--- src/sv/timestamp_ordered_queue_top_defines.svh ---
// Assertion macros shared by the timestamp ordered queue RTL.
`ifndef TIMESTAMP_ORDERED_QUEUE_TOP_DEFINES_SVH
`define TIMESTAMP_ORDERED_QUEUE_TOP_DEFINES_SVH
`ifndef ASSERT_OFF
// Same-cycle implication, disabled while reset is asserted.
`define ASSERT_IMPL(lbl, clk, rst, ante, cons) \
  lbl: assert property (@(posedge clk) disable iff (!rst) (ante) |-> (cons)) \
    else $error("assertion failed");
// Next-cycle implication, disabled while reset is asserted.
`define ASSERT_NEXT(lbl, clk, rst, ante, cons) \
  lbl: assert property (@(posedge clk) disable iff (!rst) (ante) |=> (cons)) \
    else $error("assertion failed");
`else
`define ASSERT_IMPL(lbl, clk, rst, ante, cons)
`define ASSERT_NEXT(lbl, clk, rst, ante, cons)
`endif
`endif

--- src/sv/tsq_pkg.sv ---
// Shared constants, operation codes and control types of the timestamp ordered queue.
`default_nettype none
package tsq_pkg;

  localparam int KIND_W         = 2;
  localparam int TAG_W          = 16;
  localparam int STAMP_W        = 48;
  localparam int DEPTH_DEF      = 16;
  localparam int STAMP_BITS_DEF = 48;

  // Operation codes carried in the kind field
  localparam logic [KIND_W-1:0] KIND_INSERT = 2'd0;
  localparam logic [KIND_W-1:0] KIND_TAKE   = 2'd1;
  localparam logic [KIND_W-1:0] KIND_PEEK   = 2'd2;

  // Controller to datapath commands
  typedef struct packed {
    logic capture;  // latch the request payload
    logic exec;     // run the latched request and load the result register
  } tsq_cmd_t;

  // Datapath to controller status
  typedef struct packed {
    logic out_full;  // result register holds a transfer not yet taken
  } tsq_sts_t;

endpackage
`default_nettype wire

--- src/sv/tsq_if.sv ---
// Request and result channel interfaces of the timestamp ordered queue.
`default_nettype none
interface tsq_in_if import tsq_pkg::*; ();
  logic               valid;
  logic               ready;
  logic [KIND_W-1:0]  kind;
  logic [TAG_W-1:0]   msg_tag;
  logic [STAMP_W-1:0] msg_stamp;
  logic [STAMP_W-1:0] now_time;

  modport source (output valid, kind, msg_tag, msg_stamp, now_time, input ready);
  modport sink   (input valid, kind, msg_tag, msg_stamp, now_time, output ready);
endinterface

interface tsq_out_if import tsq_pkg::*; ();
  logic               valid;
  logic               ready;
  logic [TAG_W-1:0]   out_tag;
  logic               gave;
  logic               more_ready;
  logic               found;
  logic [STAMP_W-1:0] head_stamp;
  logic               dropped;

  modport source (output valid, out_tag, gave, more_ready, found, head_stamp, dropped,
                  input ready);
  modport sink   (input valid, out_tag, gave, more_ready, found, head_stamp, dropped,
                  output ready);
endinterface
`default_nettype wire

--- src/sv/tsq_ctrl.sv ---
// Controller state machine: sequences capture and execution of one request at a time.
`default_nettype none
`include "timestamp_ordered_queue_top_defines.svh"
module tsq_ctrl import tsq_pkg::*; (
  input  wire logic     clk,
  input  wire logic     rst_n,
  input  wire logic     in_valid,
  output logic          in_ready,
  input  wire logic     out_ready,
  input  wire tsq_sts_t sts,
  output tsq_cmd_t      cmd
);

  typedef enum logic {S_IDLE, S_EXEC} state_t;

  state_t state_r;
  logic   out_free;

  // Result register can take a new value this cycle
  assign out_free = !sts.out_full || out_ready;

  assign in_ready    = (state_r == S_IDLE);
  assign cmd.capture = in_valid && in_ready;
  assign cmd.exec    = (state_r == S_EXEC) && out_free;

  // State register
  always_ff @(posedge clk) begin
    if (!rst_n) begin
      state_r <= S_IDLE;
    end else begin
      case (state_r)
        S_IDLE: begin
          if (cmd.capture) state_r <= S_EXEC;
        end
        S_EXEC: begin
          if (out_free) state_r <= S_IDLE;
        end
        default: state_r <= S_IDLE;
      endcase
    end
  end

  `ASSERT_IMPL(a_no_accept_in_exec, clk, rst_n, state_r == S_EXEC, !in_ready)
  `ASSERT_NEXT(a_capture_to_exec, clk, rst_n, cmd.capture, state_r == S_EXEC)
  `ASSERT_NEXT(a_exec_to_idle, clk, rst_n, cmd.exec, state_r == S_IDLE && sts.out_full)

endmodule
`default_nettype wire

--- src/sv/tsq_datapath.sv ---
// Datapath: sorted shift cells, entry count, request latch and result register.
`default_nettype none
`include "timestamp_ordered_queue_top_defines.svh"
module tsq_datapath import tsq_pkg::*; #(
  parameter int DEPTH      = DEPTH_DEF,
  parameter int STAMP_BITS = STAMP_BITS_DEF
) (
  input  wire logic               clk,
  input  wire logic               rst_n,
  input  wire tsq_cmd_t           cmd,
  output tsq_sts_t                sts,
  input  wire logic [KIND_W-1:0]  in_kind,
  input  wire logic [TAG_W-1:0]   in_msg_tag,
  input  wire logic [STAMP_W-1:0] in_msg_stamp,
  input  wire logic [STAMP_W-1:0] in_now_time,
  output logic                    out_valid,
  input  wire logic               out_ready,
  output logic [TAG_W-1:0]        out_tag,
  output logic                    out_gave,
  output logic                    out_more_ready,
  output logic                    out_found,
  output logic [STAMP_W-1:0]      out_head_stamp,
  output logic                    out_dropped
);

  // Stored stamp width: the port carries at most STAMP_W bits
  localparam int SW = (STAMP_BITS < STAMP_W) ? STAMP_BITS : STAMP_W;
  localparam int CW = $clog2(DEPTH + 1);

  // Request latch
  logic [KIND_W-1:0] kind_r;
  logic [TAG_W-1:0]  tag_r;
  logic [SW-1:0]     stamp_r;
  logic [SW-1:0]     now_r;

  // Shift cells, head at index 0
  logic [SW-1:0]    stamp_cell_r   [DEPTH];
  logic [SW-1:0]    stamp_cell_nxt [DEPTH];
  logic [TAG_W-1:0] tag_cell_r     [DEPTH];
  logic [TAG_W-1:0] tag_cell_nxt   [DEPTH];
  logic [CW-1:0]    count_r;
  logic [CW-1:0]    count_nxt;

  // Result register
  logic               out_valid_r;
  logic [TAG_W-1:0]   out_tag_r,   out_tag_nxt;
  logic               gave_r,      gave_nxt;
  logic               more_r,      more_nxt;
  logic               found_r,     found_nxt;
  logic [STAMP_W-1:0] head_r,      head_nxt;
  logic               dropped_r,   dropped_nxt;

  logic [DEPTH-1:0] le;
  logic             full;
  logic             head_due;
  logic             next_due;

  // Request latch
  always_ff @(posedge clk) begin
    if (cmd.capture) begin
      kind_r  <= in_kind;
      tag_r   <= in_msg_tag;
      stamp_r <= in_msg_stamp[SW-1:0];
      now_r   <= in_now_time[SW-1:0];
    end
  end

  // Per-cell compare: occupied and stamp not above the new one
  always_comb begin
    for (int k = 0; k < DEPTH; k++) begin
      le[k] = (CW'(k) < count_r) && (stamp_cell_r[k] <= stamp_r);
    end
  end

  assign full     = (count_r == CW'(DEPTH));
  assign head_due = (count_r != '0) && (stamp_cell_r[0] <= now_r);
  assign next_due = (count_r > CW'(1)) && (stamp_cell_r[1] <= now_r);

  // Next cell contents and result
  always_comb begin
    stamp_cell_nxt = stamp_cell_r;
    tag_cell_nxt   = tag_cell_r;
    count_nxt      = count_r;
    out_tag_nxt    = '0;
    gave_nxt       = 1'b0;
    more_nxt       = 1'b0;
    found_nxt      = 1'b0;
    head_nxt       = '0;
    dropped_nxt    = 1'b0;
    if (cmd.exec) begin
      case (kind_r)
        KIND_INSERT: begin
          if (full) begin
            dropped_nxt = 1'b1;
          end else begin
            // Cells past the insertion point shift back by one
            if (!le[0]) begin
              stamp_cell_nxt[0] = stamp_r;
              tag_cell_nxt[0]   = tag_r;
            end
            for (int k = 1; k < DEPTH; k++) begin
              if (!le[k]) begin
                if (le[k-1]) begin
                  stamp_cell_nxt[k] = stamp_r;
                  tag_cell_nxt[k]   = tag_r;
                end else begin
                  stamp_cell_nxt[k] = stamp_cell_r[k-1];
                  tag_cell_nxt[k]   = tag_cell_r[k-1];
                end
              end
            end
            count_nxt = count_r + 1'b1;
          end
        end
        KIND_TAKE: begin
          if (head_due) begin
            out_tag_nxt = tag_cell_r[0];
            gave_nxt    = 1'b1;
            more_nxt    = next_due;
            for (int k = 0; k < DEPTH - 1; k++) begin
              stamp_cell_nxt[k] = stamp_cell_r[k+1];
              tag_cell_nxt[k]   = tag_cell_r[k+1];
            end
            count_nxt = count_r - 1'b1;
          end
        end
        KIND_PEEK: begin
          if (count_r != '0) begin
            found_nxt = 1'b1;
            head_nxt  = STAMP_W'(stamp_cell_r[0]);
          end
        end
        default: begin
        end
      endcase
    end
  end

  // Cell storage, not reset; only an executed insert or take changes it
  always_ff @(posedge clk) begin
    stamp_cell_r <= stamp_cell_nxt;
    tag_cell_r   <= tag_cell_nxt;
  end

  // Entry count and result valid
  always_ff @(posedge clk) begin
    if (!rst_n) begin
      count_r     <= '0;
      out_valid_r <= 1'b0;
    end else begin
      count_r <= count_nxt;
      if (cmd.exec) begin
        out_valid_r <= 1'b1;
      end else if (out_ready) begin
        out_valid_r <= 1'b0;
      end
    end
  end

  // Result payload
  always_ff @(posedge clk) begin
    if (cmd.exec) begin
      out_tag_r <= out_tag_nxt;
      gave_r    <= gave_nxt;
      more_r    <= more_nxt;
      found_r   <= found_nxt;
      head_r    <= head_nxt;
      dropped_r <= dropped_nxt;
    end
  end

  assign sts.out_full   = out_valid_r;
  assign out_valid      = out_valid_r;
  assign out_tag        = out_tag_r;
  assign out_gave       = gave_r;
  assign out_more_ready = more_r;
  assign out_found      = found_r;
  assign out_head_stamp = head_r;
  assign out_dropped    = dropped_r;

  `ASSERT_IMPL(a_count_in_range, clk, rst_n, 1'b1, count_r <= CW'(DEPTH))
  `ASSERT_NEXT(a_take_pops_one, clk, rst_n, cmd.exec && kind_r == KIND_TAKE && head_due, count_r == $past(count_r) - 1'b1)
  `ASSERT_NEXT(a_full_insert_drops, clk, rst_n, cmd.exec && kind_r == KIND_INSERT && full, $stable(count_r) && out_dropped)

endmodule
`default_nettype wire

--- src/sv/timestamp_ordered_queue_top.sv ---
// Timestamp ordered queue: a stable sorted queue of message tags keyed by timestamp.
//
// Requests arrive on in_ch (valid/ready); a transfer happens at a clock edge with both
// high. kind selects insert (tag and stamp), take (removes the head if its stamp is at
// or before now_time) or peek (earliest stamp). Every request gives exactly one result
// transfer on out_ch; fields that do not belong to the request are zero.
// Entries are held in a row of shift cells, ascending; equal stamps keep arrival order.
// An insert into a full queue is discarded and flagged with dropped.
// A request is captured in S_IDLE and executed in S_EXEC, which loads the result
// register. No new request is taken until the last one has executed.
// The result register decouples the sides: a new request is taken while a result still
// waits, but its execution holds until out_ch.ready frees the register.
// Reset (rst_n low, synchronous) empties the queue and clears the result valid; there
// is no clearing pass, so the queue accepts requests as soon as reset is released.
`default_nettype none
module timestamp_ordered_queue_top import tsq_pkg::*; #(
  parameter int DEPTH      = DEPTH_DEF,
  parameter int STAMP_BITS = STAMP_BITS_DEF
) (
  input wire logic  clk,
  input wire logic  rst_n,
  tsq_in_if.sink    in_ch,
  tsq_out_if.source out_ch
);

  tsq_cmd_t cmd;
  tsq_sts_t sts;

  // Handshake sequencing
  tsq_ctrl u_ctrl (
    .clk       (clk),
    .rst_n     (rst_n),
    .in_valid  (in_ch.valid),
    .in_ready  (in_ch.ready),
    .out_ready (out_ch.ready),
    .sts       (sts),
    .cmd       (cmd)
  );

  // Queue storage and result register
  tsq_datapath #(
    .DEPTH      (DEPTH),
    .STAMP_BITS (STAMP_BITS)
  ) u_datapath (
    .clk            (clk),
    .rst_n          (rst_n),
    .cmd            (cmd),
    .sts            (sts),
    .in_kind        (in_ch.kind),
    .in_msg_tag     (in_ch.msg_tag),
    .in_msg_stamp   (in_ch.msg_stamp),
    .in_now_time    (in_ch.now_time),
    .out_valid      (out_ch.valid),
    .out_ready      (out_ch.ready),
    .out_tag        (out_ch.out_tag),
    .out_gave       (out_ch.gave),
    .out_more_ready (out_ch.more_ready),
    .out_found      (out_ch.found),
    .out_head_stamp (out_ch.head_stamp),
    .out_dropped    (out_ch.dropped)
  );

endmodule
`default_nettype wire

--- src/flat_wrapper.sv ---
// flat-port wrapper written by rule: the top's interface ports become plain ports
module timestamp_ordered_queue_top_flat import tsq_pkg::*;
#(
  parameter int DEPTH      = DEPTH_DEF,
  parameter int STAMP_BITS = STAMP_BITS_DEF
)
  (clk, rst_n, in_ch_valid, in_ch_kind, in_ch_msg_tag, in_ch_msg_stamp, in_ch_now_time, in_ch_ready, out_ch_valid, out_ch_out_tag, out_ch_gave, out_ch_more_ready, out_ch_found, out_ch_head_stamp, out_ch_dropped, out_ch_ready);
  tsq_in_if in_ch_i ();
  tsq_out_if out_ch_i ();
  input wire logic clk;
  input wire logic rst_n;
  input wire logic [$bits(in_ch_i.valid)-1:0] in_ch_valid;
  input wire logic [$bits(in_ch_i.kind)-1:0] in_ch_kind;
  input wire logic [$bits(in_ch_i.msg_tag)-1:0] in_ch_msg_tag;
  input wire logic [$bits(in_ch_i.msg_stamp)-1:0] in_ch_msg_stamp;
  input wire logic [$bits(in_ch_i.now_time)-1:0] in_ch_now_time;
  output wire logic [$bits(in_ch_i.ready)-1:0] in_ch_ready;
  output wire logic [$bits(out_ch_i.valid)-1:0] out_ch_valid;
  output wire logic [$bits(out_ch_i.out_tag)-1:0] out_ch_out_tag;
  output wire logic [$bits(out_ch_i.gave)-1:0] out_ch_gave;
  output wire logic [$bits(out_ch_i.more_ready)-1:0] out_ch_more_ready;
  output wire logic [$bits(out_ch_i.found)-1:0] out_ch_found;
  output wire logic [$bits(out_ch_i.head_stamp)-1:0] out_ch_head_stamp;
  output wire logic [$bits(out_ch_i.dropped)-1:0] out_ch_dropped;
  input wire logic [$bits(out_ch_i.ready)-1:0] out_ch_ready;
  assign in_ch_i.valid = in_ch_valid;
  assign in_ch_i.kind = in_ch_kind;
  assign in_ch_i.msg_tag = in_ch_msg_tag;
  assign in_ch_i.msg_stamp = in_ch_msg_stamp;
  assign in_ch_i.now_time = in_ch_now_time;
  assign in_ch_ready = in_ch_i.ready;
  assign out_ch_valid = out_ch_i.valid;
  assign out_ch_out_tag = out_ch_i.out_tag;
  assign out_ch_gave = out_ch_i.gave;
  assign out_ch_more_ready = out_ch_i.more_ready;
  assign out_ch_found = out_ch_i.found;
  assign out_ch_head_stamp = out_ch_i.head_stamp;
  assign out_ch_dropped = out_ch_i.dropped;
  assign out_ch_i.ready = out_ch_ready;
  timestamp_ordered_queue_top #(.DEPTH(DEPTH), .STAMP_BITS(STAMP_BITS)) u_core (.clk(clk), .rst_n(rst_n), .in_ch(in_ch_i), .out_ch(out_ch_i));
endmodule
--- config.mk ---
export PLATFORM = sky130hd
export DESIGN_NAME = timestamp_ordered_queue_top_flat
export DESIGN_NICKNAME = d
export VERILOG_FILES = /design/src/sv/tsq_pkg.sv /design/src/sv/tsq_if.sv /design/src/sv/tsq_ctrl.sv /design/src/sv/tsq_datapath.sv /design/src/sv/timestamp_ordered_queue_top.sv /design/src/flat_wrapper.sv
export VERILOG_INCLUDE_DIRS = /design/src /design/src/sv
export SDC_FILE = /design/constraint.sdc
export NUM_CORES = 2
export LEC_CHECK = 0
export BUFFER_PORTS_ARGS = -buffer_cell sky130_fd_sc_hd__buf_2
export CELL_PAD_IN_SITES_DETAIL_PLACEMENT = 1
export CELL_PAD_IN_SITES_GLOBAL_PLACEMENT = 2
export CORE_MARGIN = 5
export CORE_UTILIZATION = 43
export CTS_CLUSTER_SIZE = 20
export DETAILED_ROUTE_END_ITERATION = 8
export PLACE_DENSITY = 0.9
export SLEW_MARGIN = 20
export SYNTH_ARGS = -nofsm -noshare
export SYNTH_HDL_FRONTEND = slang
export SYNTH_SLANG_ARGS = --single-unit
--- constraint.sdc ---
create_clock -name clk -period 9.15 [get_ports clk]
set_clock_uncertainty 0.1 [all_clocks]
set_input_delay 0.4575 -clock clk [delete_from_list [all_inputs] [get_ports clk]]
set_output_delay 0.4575 -clock clk [all_outputs]
set_load 0.03 [all_outputs]
==> out/metrics.csv <==
stage,metric,value,unit
place,gp_congestion,0.923,
worst_setup_path,start_kind,flop,
drt,met1_length,113,mm
yosys,synth_top_cell_by_area,edfxtp_1,
finish,syn2layout_area_growth,12.1,%
clock_network,hold_buffers,119,
yosys,synth.avg_cell_area,11.0,um^2
finish,fin_area,85400,um^2
sta,setup-violations-final,0,
clock_network,clk_latency,0.83,ns
job,drv_cap,0,
global_route,antenna_found_initial,11,
die,initial_core_util,0.432,
drt,drt.antenna.violating_nets,0,
drt,top_layer,met5,
global_route,grt_pass1_vias,62900,
yosys,yosysSeqAreaShare,0.477,
worst_setup_path,crit_path_max_fanout,56,
clock_network,cts_buffers,147,
clock_network,path_clk_slew,0.06,ns
finish,fin_nets,8078,
die,pin_count,188,
yosys,synth_ff_type,edfxtp_1,
sta,period_share,0.719,
clock_network,cts.sinks,1213,
worst_setup_path,critical_path_arrival,6.89,ns
finish,drive_above_1_share,0.0781,
yosys,synth_commonest_cells,"1206 x edfxtp_1, 1061 x nand2_1, 898 x mux2i_1",
clock_network,postCtsSetupBuffers,0,
sta,setup_tns,0,ns
worst_setup_path,critical-path-slowest-cell,buf_4,
worst_setup_path,slowest_delay,0.88,ns
die,rows,154,
sta,max_freq,152,MHz
yosys,synth_cell_types,72,
yosys,synth_top_area_share,0.475,
drt,wl_met3,19.2,mm
pwr,peakVddDrop,134,uV
drt,postRouteWirelength,280,mm
drt,drcViolationCount,0,
sta,slew_headroom,0.104,
place,numPortBuffers,187,
place,placed_cells,9165,
worst_setup_path,path_cells,"inv_1, ha_1, and4_1, nand4_1, nor3_1, nand4_1, o211ai_1, buf_4, o31a_2, buf_4",
yosys,syn_nets,7912,
worst_setup_path,end_kind,flop,
clock_network,clock_path_buffers,3,
sta,slew_violations,0,
yosys,async_flop_share,0,
yosys,syn_inst,6927,
sta,hold_viol_final,0,
place,place_area,79500,um^2
yosys,netlist_area,76200,um^2
drt,via_per_inst,6.30,
yosys,synth_seq_cells,1213,
global_route,grt_overflow,0,
clock_network,cts_root_buf,clkbuf_16,
pwr,powerDensity,168,nW/um^2
die,dieArea,186000,um^2
clock_network,cts.htree.levels,4,
drt,wire_per_inst,29.3,um
sta,worst_slack,2.57,ns
worst_setup_path,path_class,flop to flop,
drt,drt-pass1-iter-count,6,
die,die_h,431,um
finish,layout.cells.non_filler,9553,
yosys,yosys_warnings,0,
global_route,grt_pass1_wl,411,mm
clock_network,post_cts_resized,0,
yosys,synth_edf_count,1206,
sta,finalCriticalPeriod,6.58,ns
die,die_w,431,um
drt,drtIter0Drc,5991,
drt,vias,60200,
outcome,status,"complete, no violations",
global_route,track_usage,0.291,
yosys,ys_top_cells_by_area,"edfxtp_1 48%, ha_1 14%, mux2i_1 12%",
yosys,synth_most_common_cell,edfxtp_1,
place,hpwl,192,mm
hold_path,hold_class,input pin to flop,
clock_network,cts_tree,done,
place,place_ws,2.82,ns
pwr,leakage,0.0359,uW
die,core,176000,um^2
worst_setup_path,cp.required,9.46,ns
sta,tightest_slew,1.34,ns
sta,rsz0062_at_grt,false,
drt,dr_wl_met2,131,mm
global_route,grt_max_degree,234,
-- cells by family after synthesis --
kind of cell | synth area share
compound gates | 0.125
xor+xnor | 0.000230
fa+ha+maj | 0.142
buf+inv | 0.0304
flops | 0.477
mux | 0.127
simple gates | 0.0976
-- final timing paths --
kind                                             start                                       endpoint  slack [ns]  depth (start not counted)
max            u_core.u_datapath.stamp_r[46]$_DFFE_PP_  u_core.u_datapath.stamp_cell_r[730]$_DFFE_PP_        2.57                         10
min                                in_ch_msg_stamp[20]        u_core.u_datapath.stamp_r[20]$_DFFE_PP_        0.25                          2
max reg2reg    u_core.u_datapath.stamp_r[46]$_DFFE_PP_  u_core.u_datapath.stamp_cell_r[730]$_DFFE_PP_        2.57                         10
min reg2reg  u_core.u_datapath.tag_cell_r[5]$_DFFE_PP_     u_core.u_datapath.tag_cell_r[21]$_DFFE_PP_        0.43                          2
-- per-layer routing --
metal | global-route usage | up-vias
met1 | 0.372 | 30800
met2 | 0.477 | 2351
li1 | - | 26500
met3 | 0.0484 | 638
met4 | 0.150 | 12
met5 | 0 | -
-- per-stage QoR --
stage	total power, uW	util	hold slack [ns]
2_1_floorplan	7810	-	0.403
3_3_place_gp	8420	0.451	0.397
3_5_place_dp	8530	0.451	0.417
4_1_cts	14400	0.485	0.189
5_1_grt	14800	0.485	0.222
6_report	14300	0.485	0.245
-- cell type report --
class,instances,area [um^2]
Fill cell,18900,90800
Multi-Input combinational cell,5194,37900
Sequential cell,1213,36400
Clock buffer,186,3930
Timing Repair Buffer,413,3070
Tap cell,2340,2930
Clock inverter,78,698
Inverter,124,467
Antenna cell,5,12.5
-- sequential cells by signal, summed over array words and instances (netlist names), 2 cells and up --
register and flops:
u_core.u_datapath.stamp_r 48, u_core.u_datapath.kind_r 2, u_core.u_datapath.stamp_cell_r 768, u_core.u_datapath.out_head_stamp 48, u_core.u_datapath.now_r 48, u_core.u_datapath.out_tag 16
u_core.u_datapath.tag_cell_r 256, u_core.u_datapath.count_r 5, u_core.u_datapath.tag_r 16
-- layout by cell type (no fill, tap or decap), types with 13 or more instances in the layout --
cell	n
a21oi_1	291
nor2_1	117
nand2_1	1060
mux2i_1	898
buf_2	187
o21ai_0	261
clkbuf_16	152
inv_1	123
dlygate4sd3_1	119
a21o_1	117
ha_1	867
buf_4	95
o21ai_1	785
and4_1	20
nor3_1	33
mux2_1	54
o21a_1	22
a211oi_1	25
nor2b_1	42
a22o_1	16
nor4_1	13
edfxtp_1	1206
o211ai_1	32
clkbuf_1	34
o22ai_1	17
clkinv_2	31
nand4_1	172
a2111oi_0	20
clkinv_1	27
nand3_1	71
and2_1	68
-- power breakdown --
part / total, uW / switching (uW) / internal [uW]
Combinational: 1890 / 1240 / 650
Clock: 5840 / 2520 / 3320
Sequential: 6610 / 228 / 6390
-- critical path: cells and delay by family, from the launching register on --
family / cells / cell delay, ns
fa+ha+maj: 1 / 0.48
flops: 1 / 0.78
compound gates: 2 / 0.78
buf+inv: 3 / 2.17
simple gates: 4 / 1.68
(Power assumes the default switching activity.)
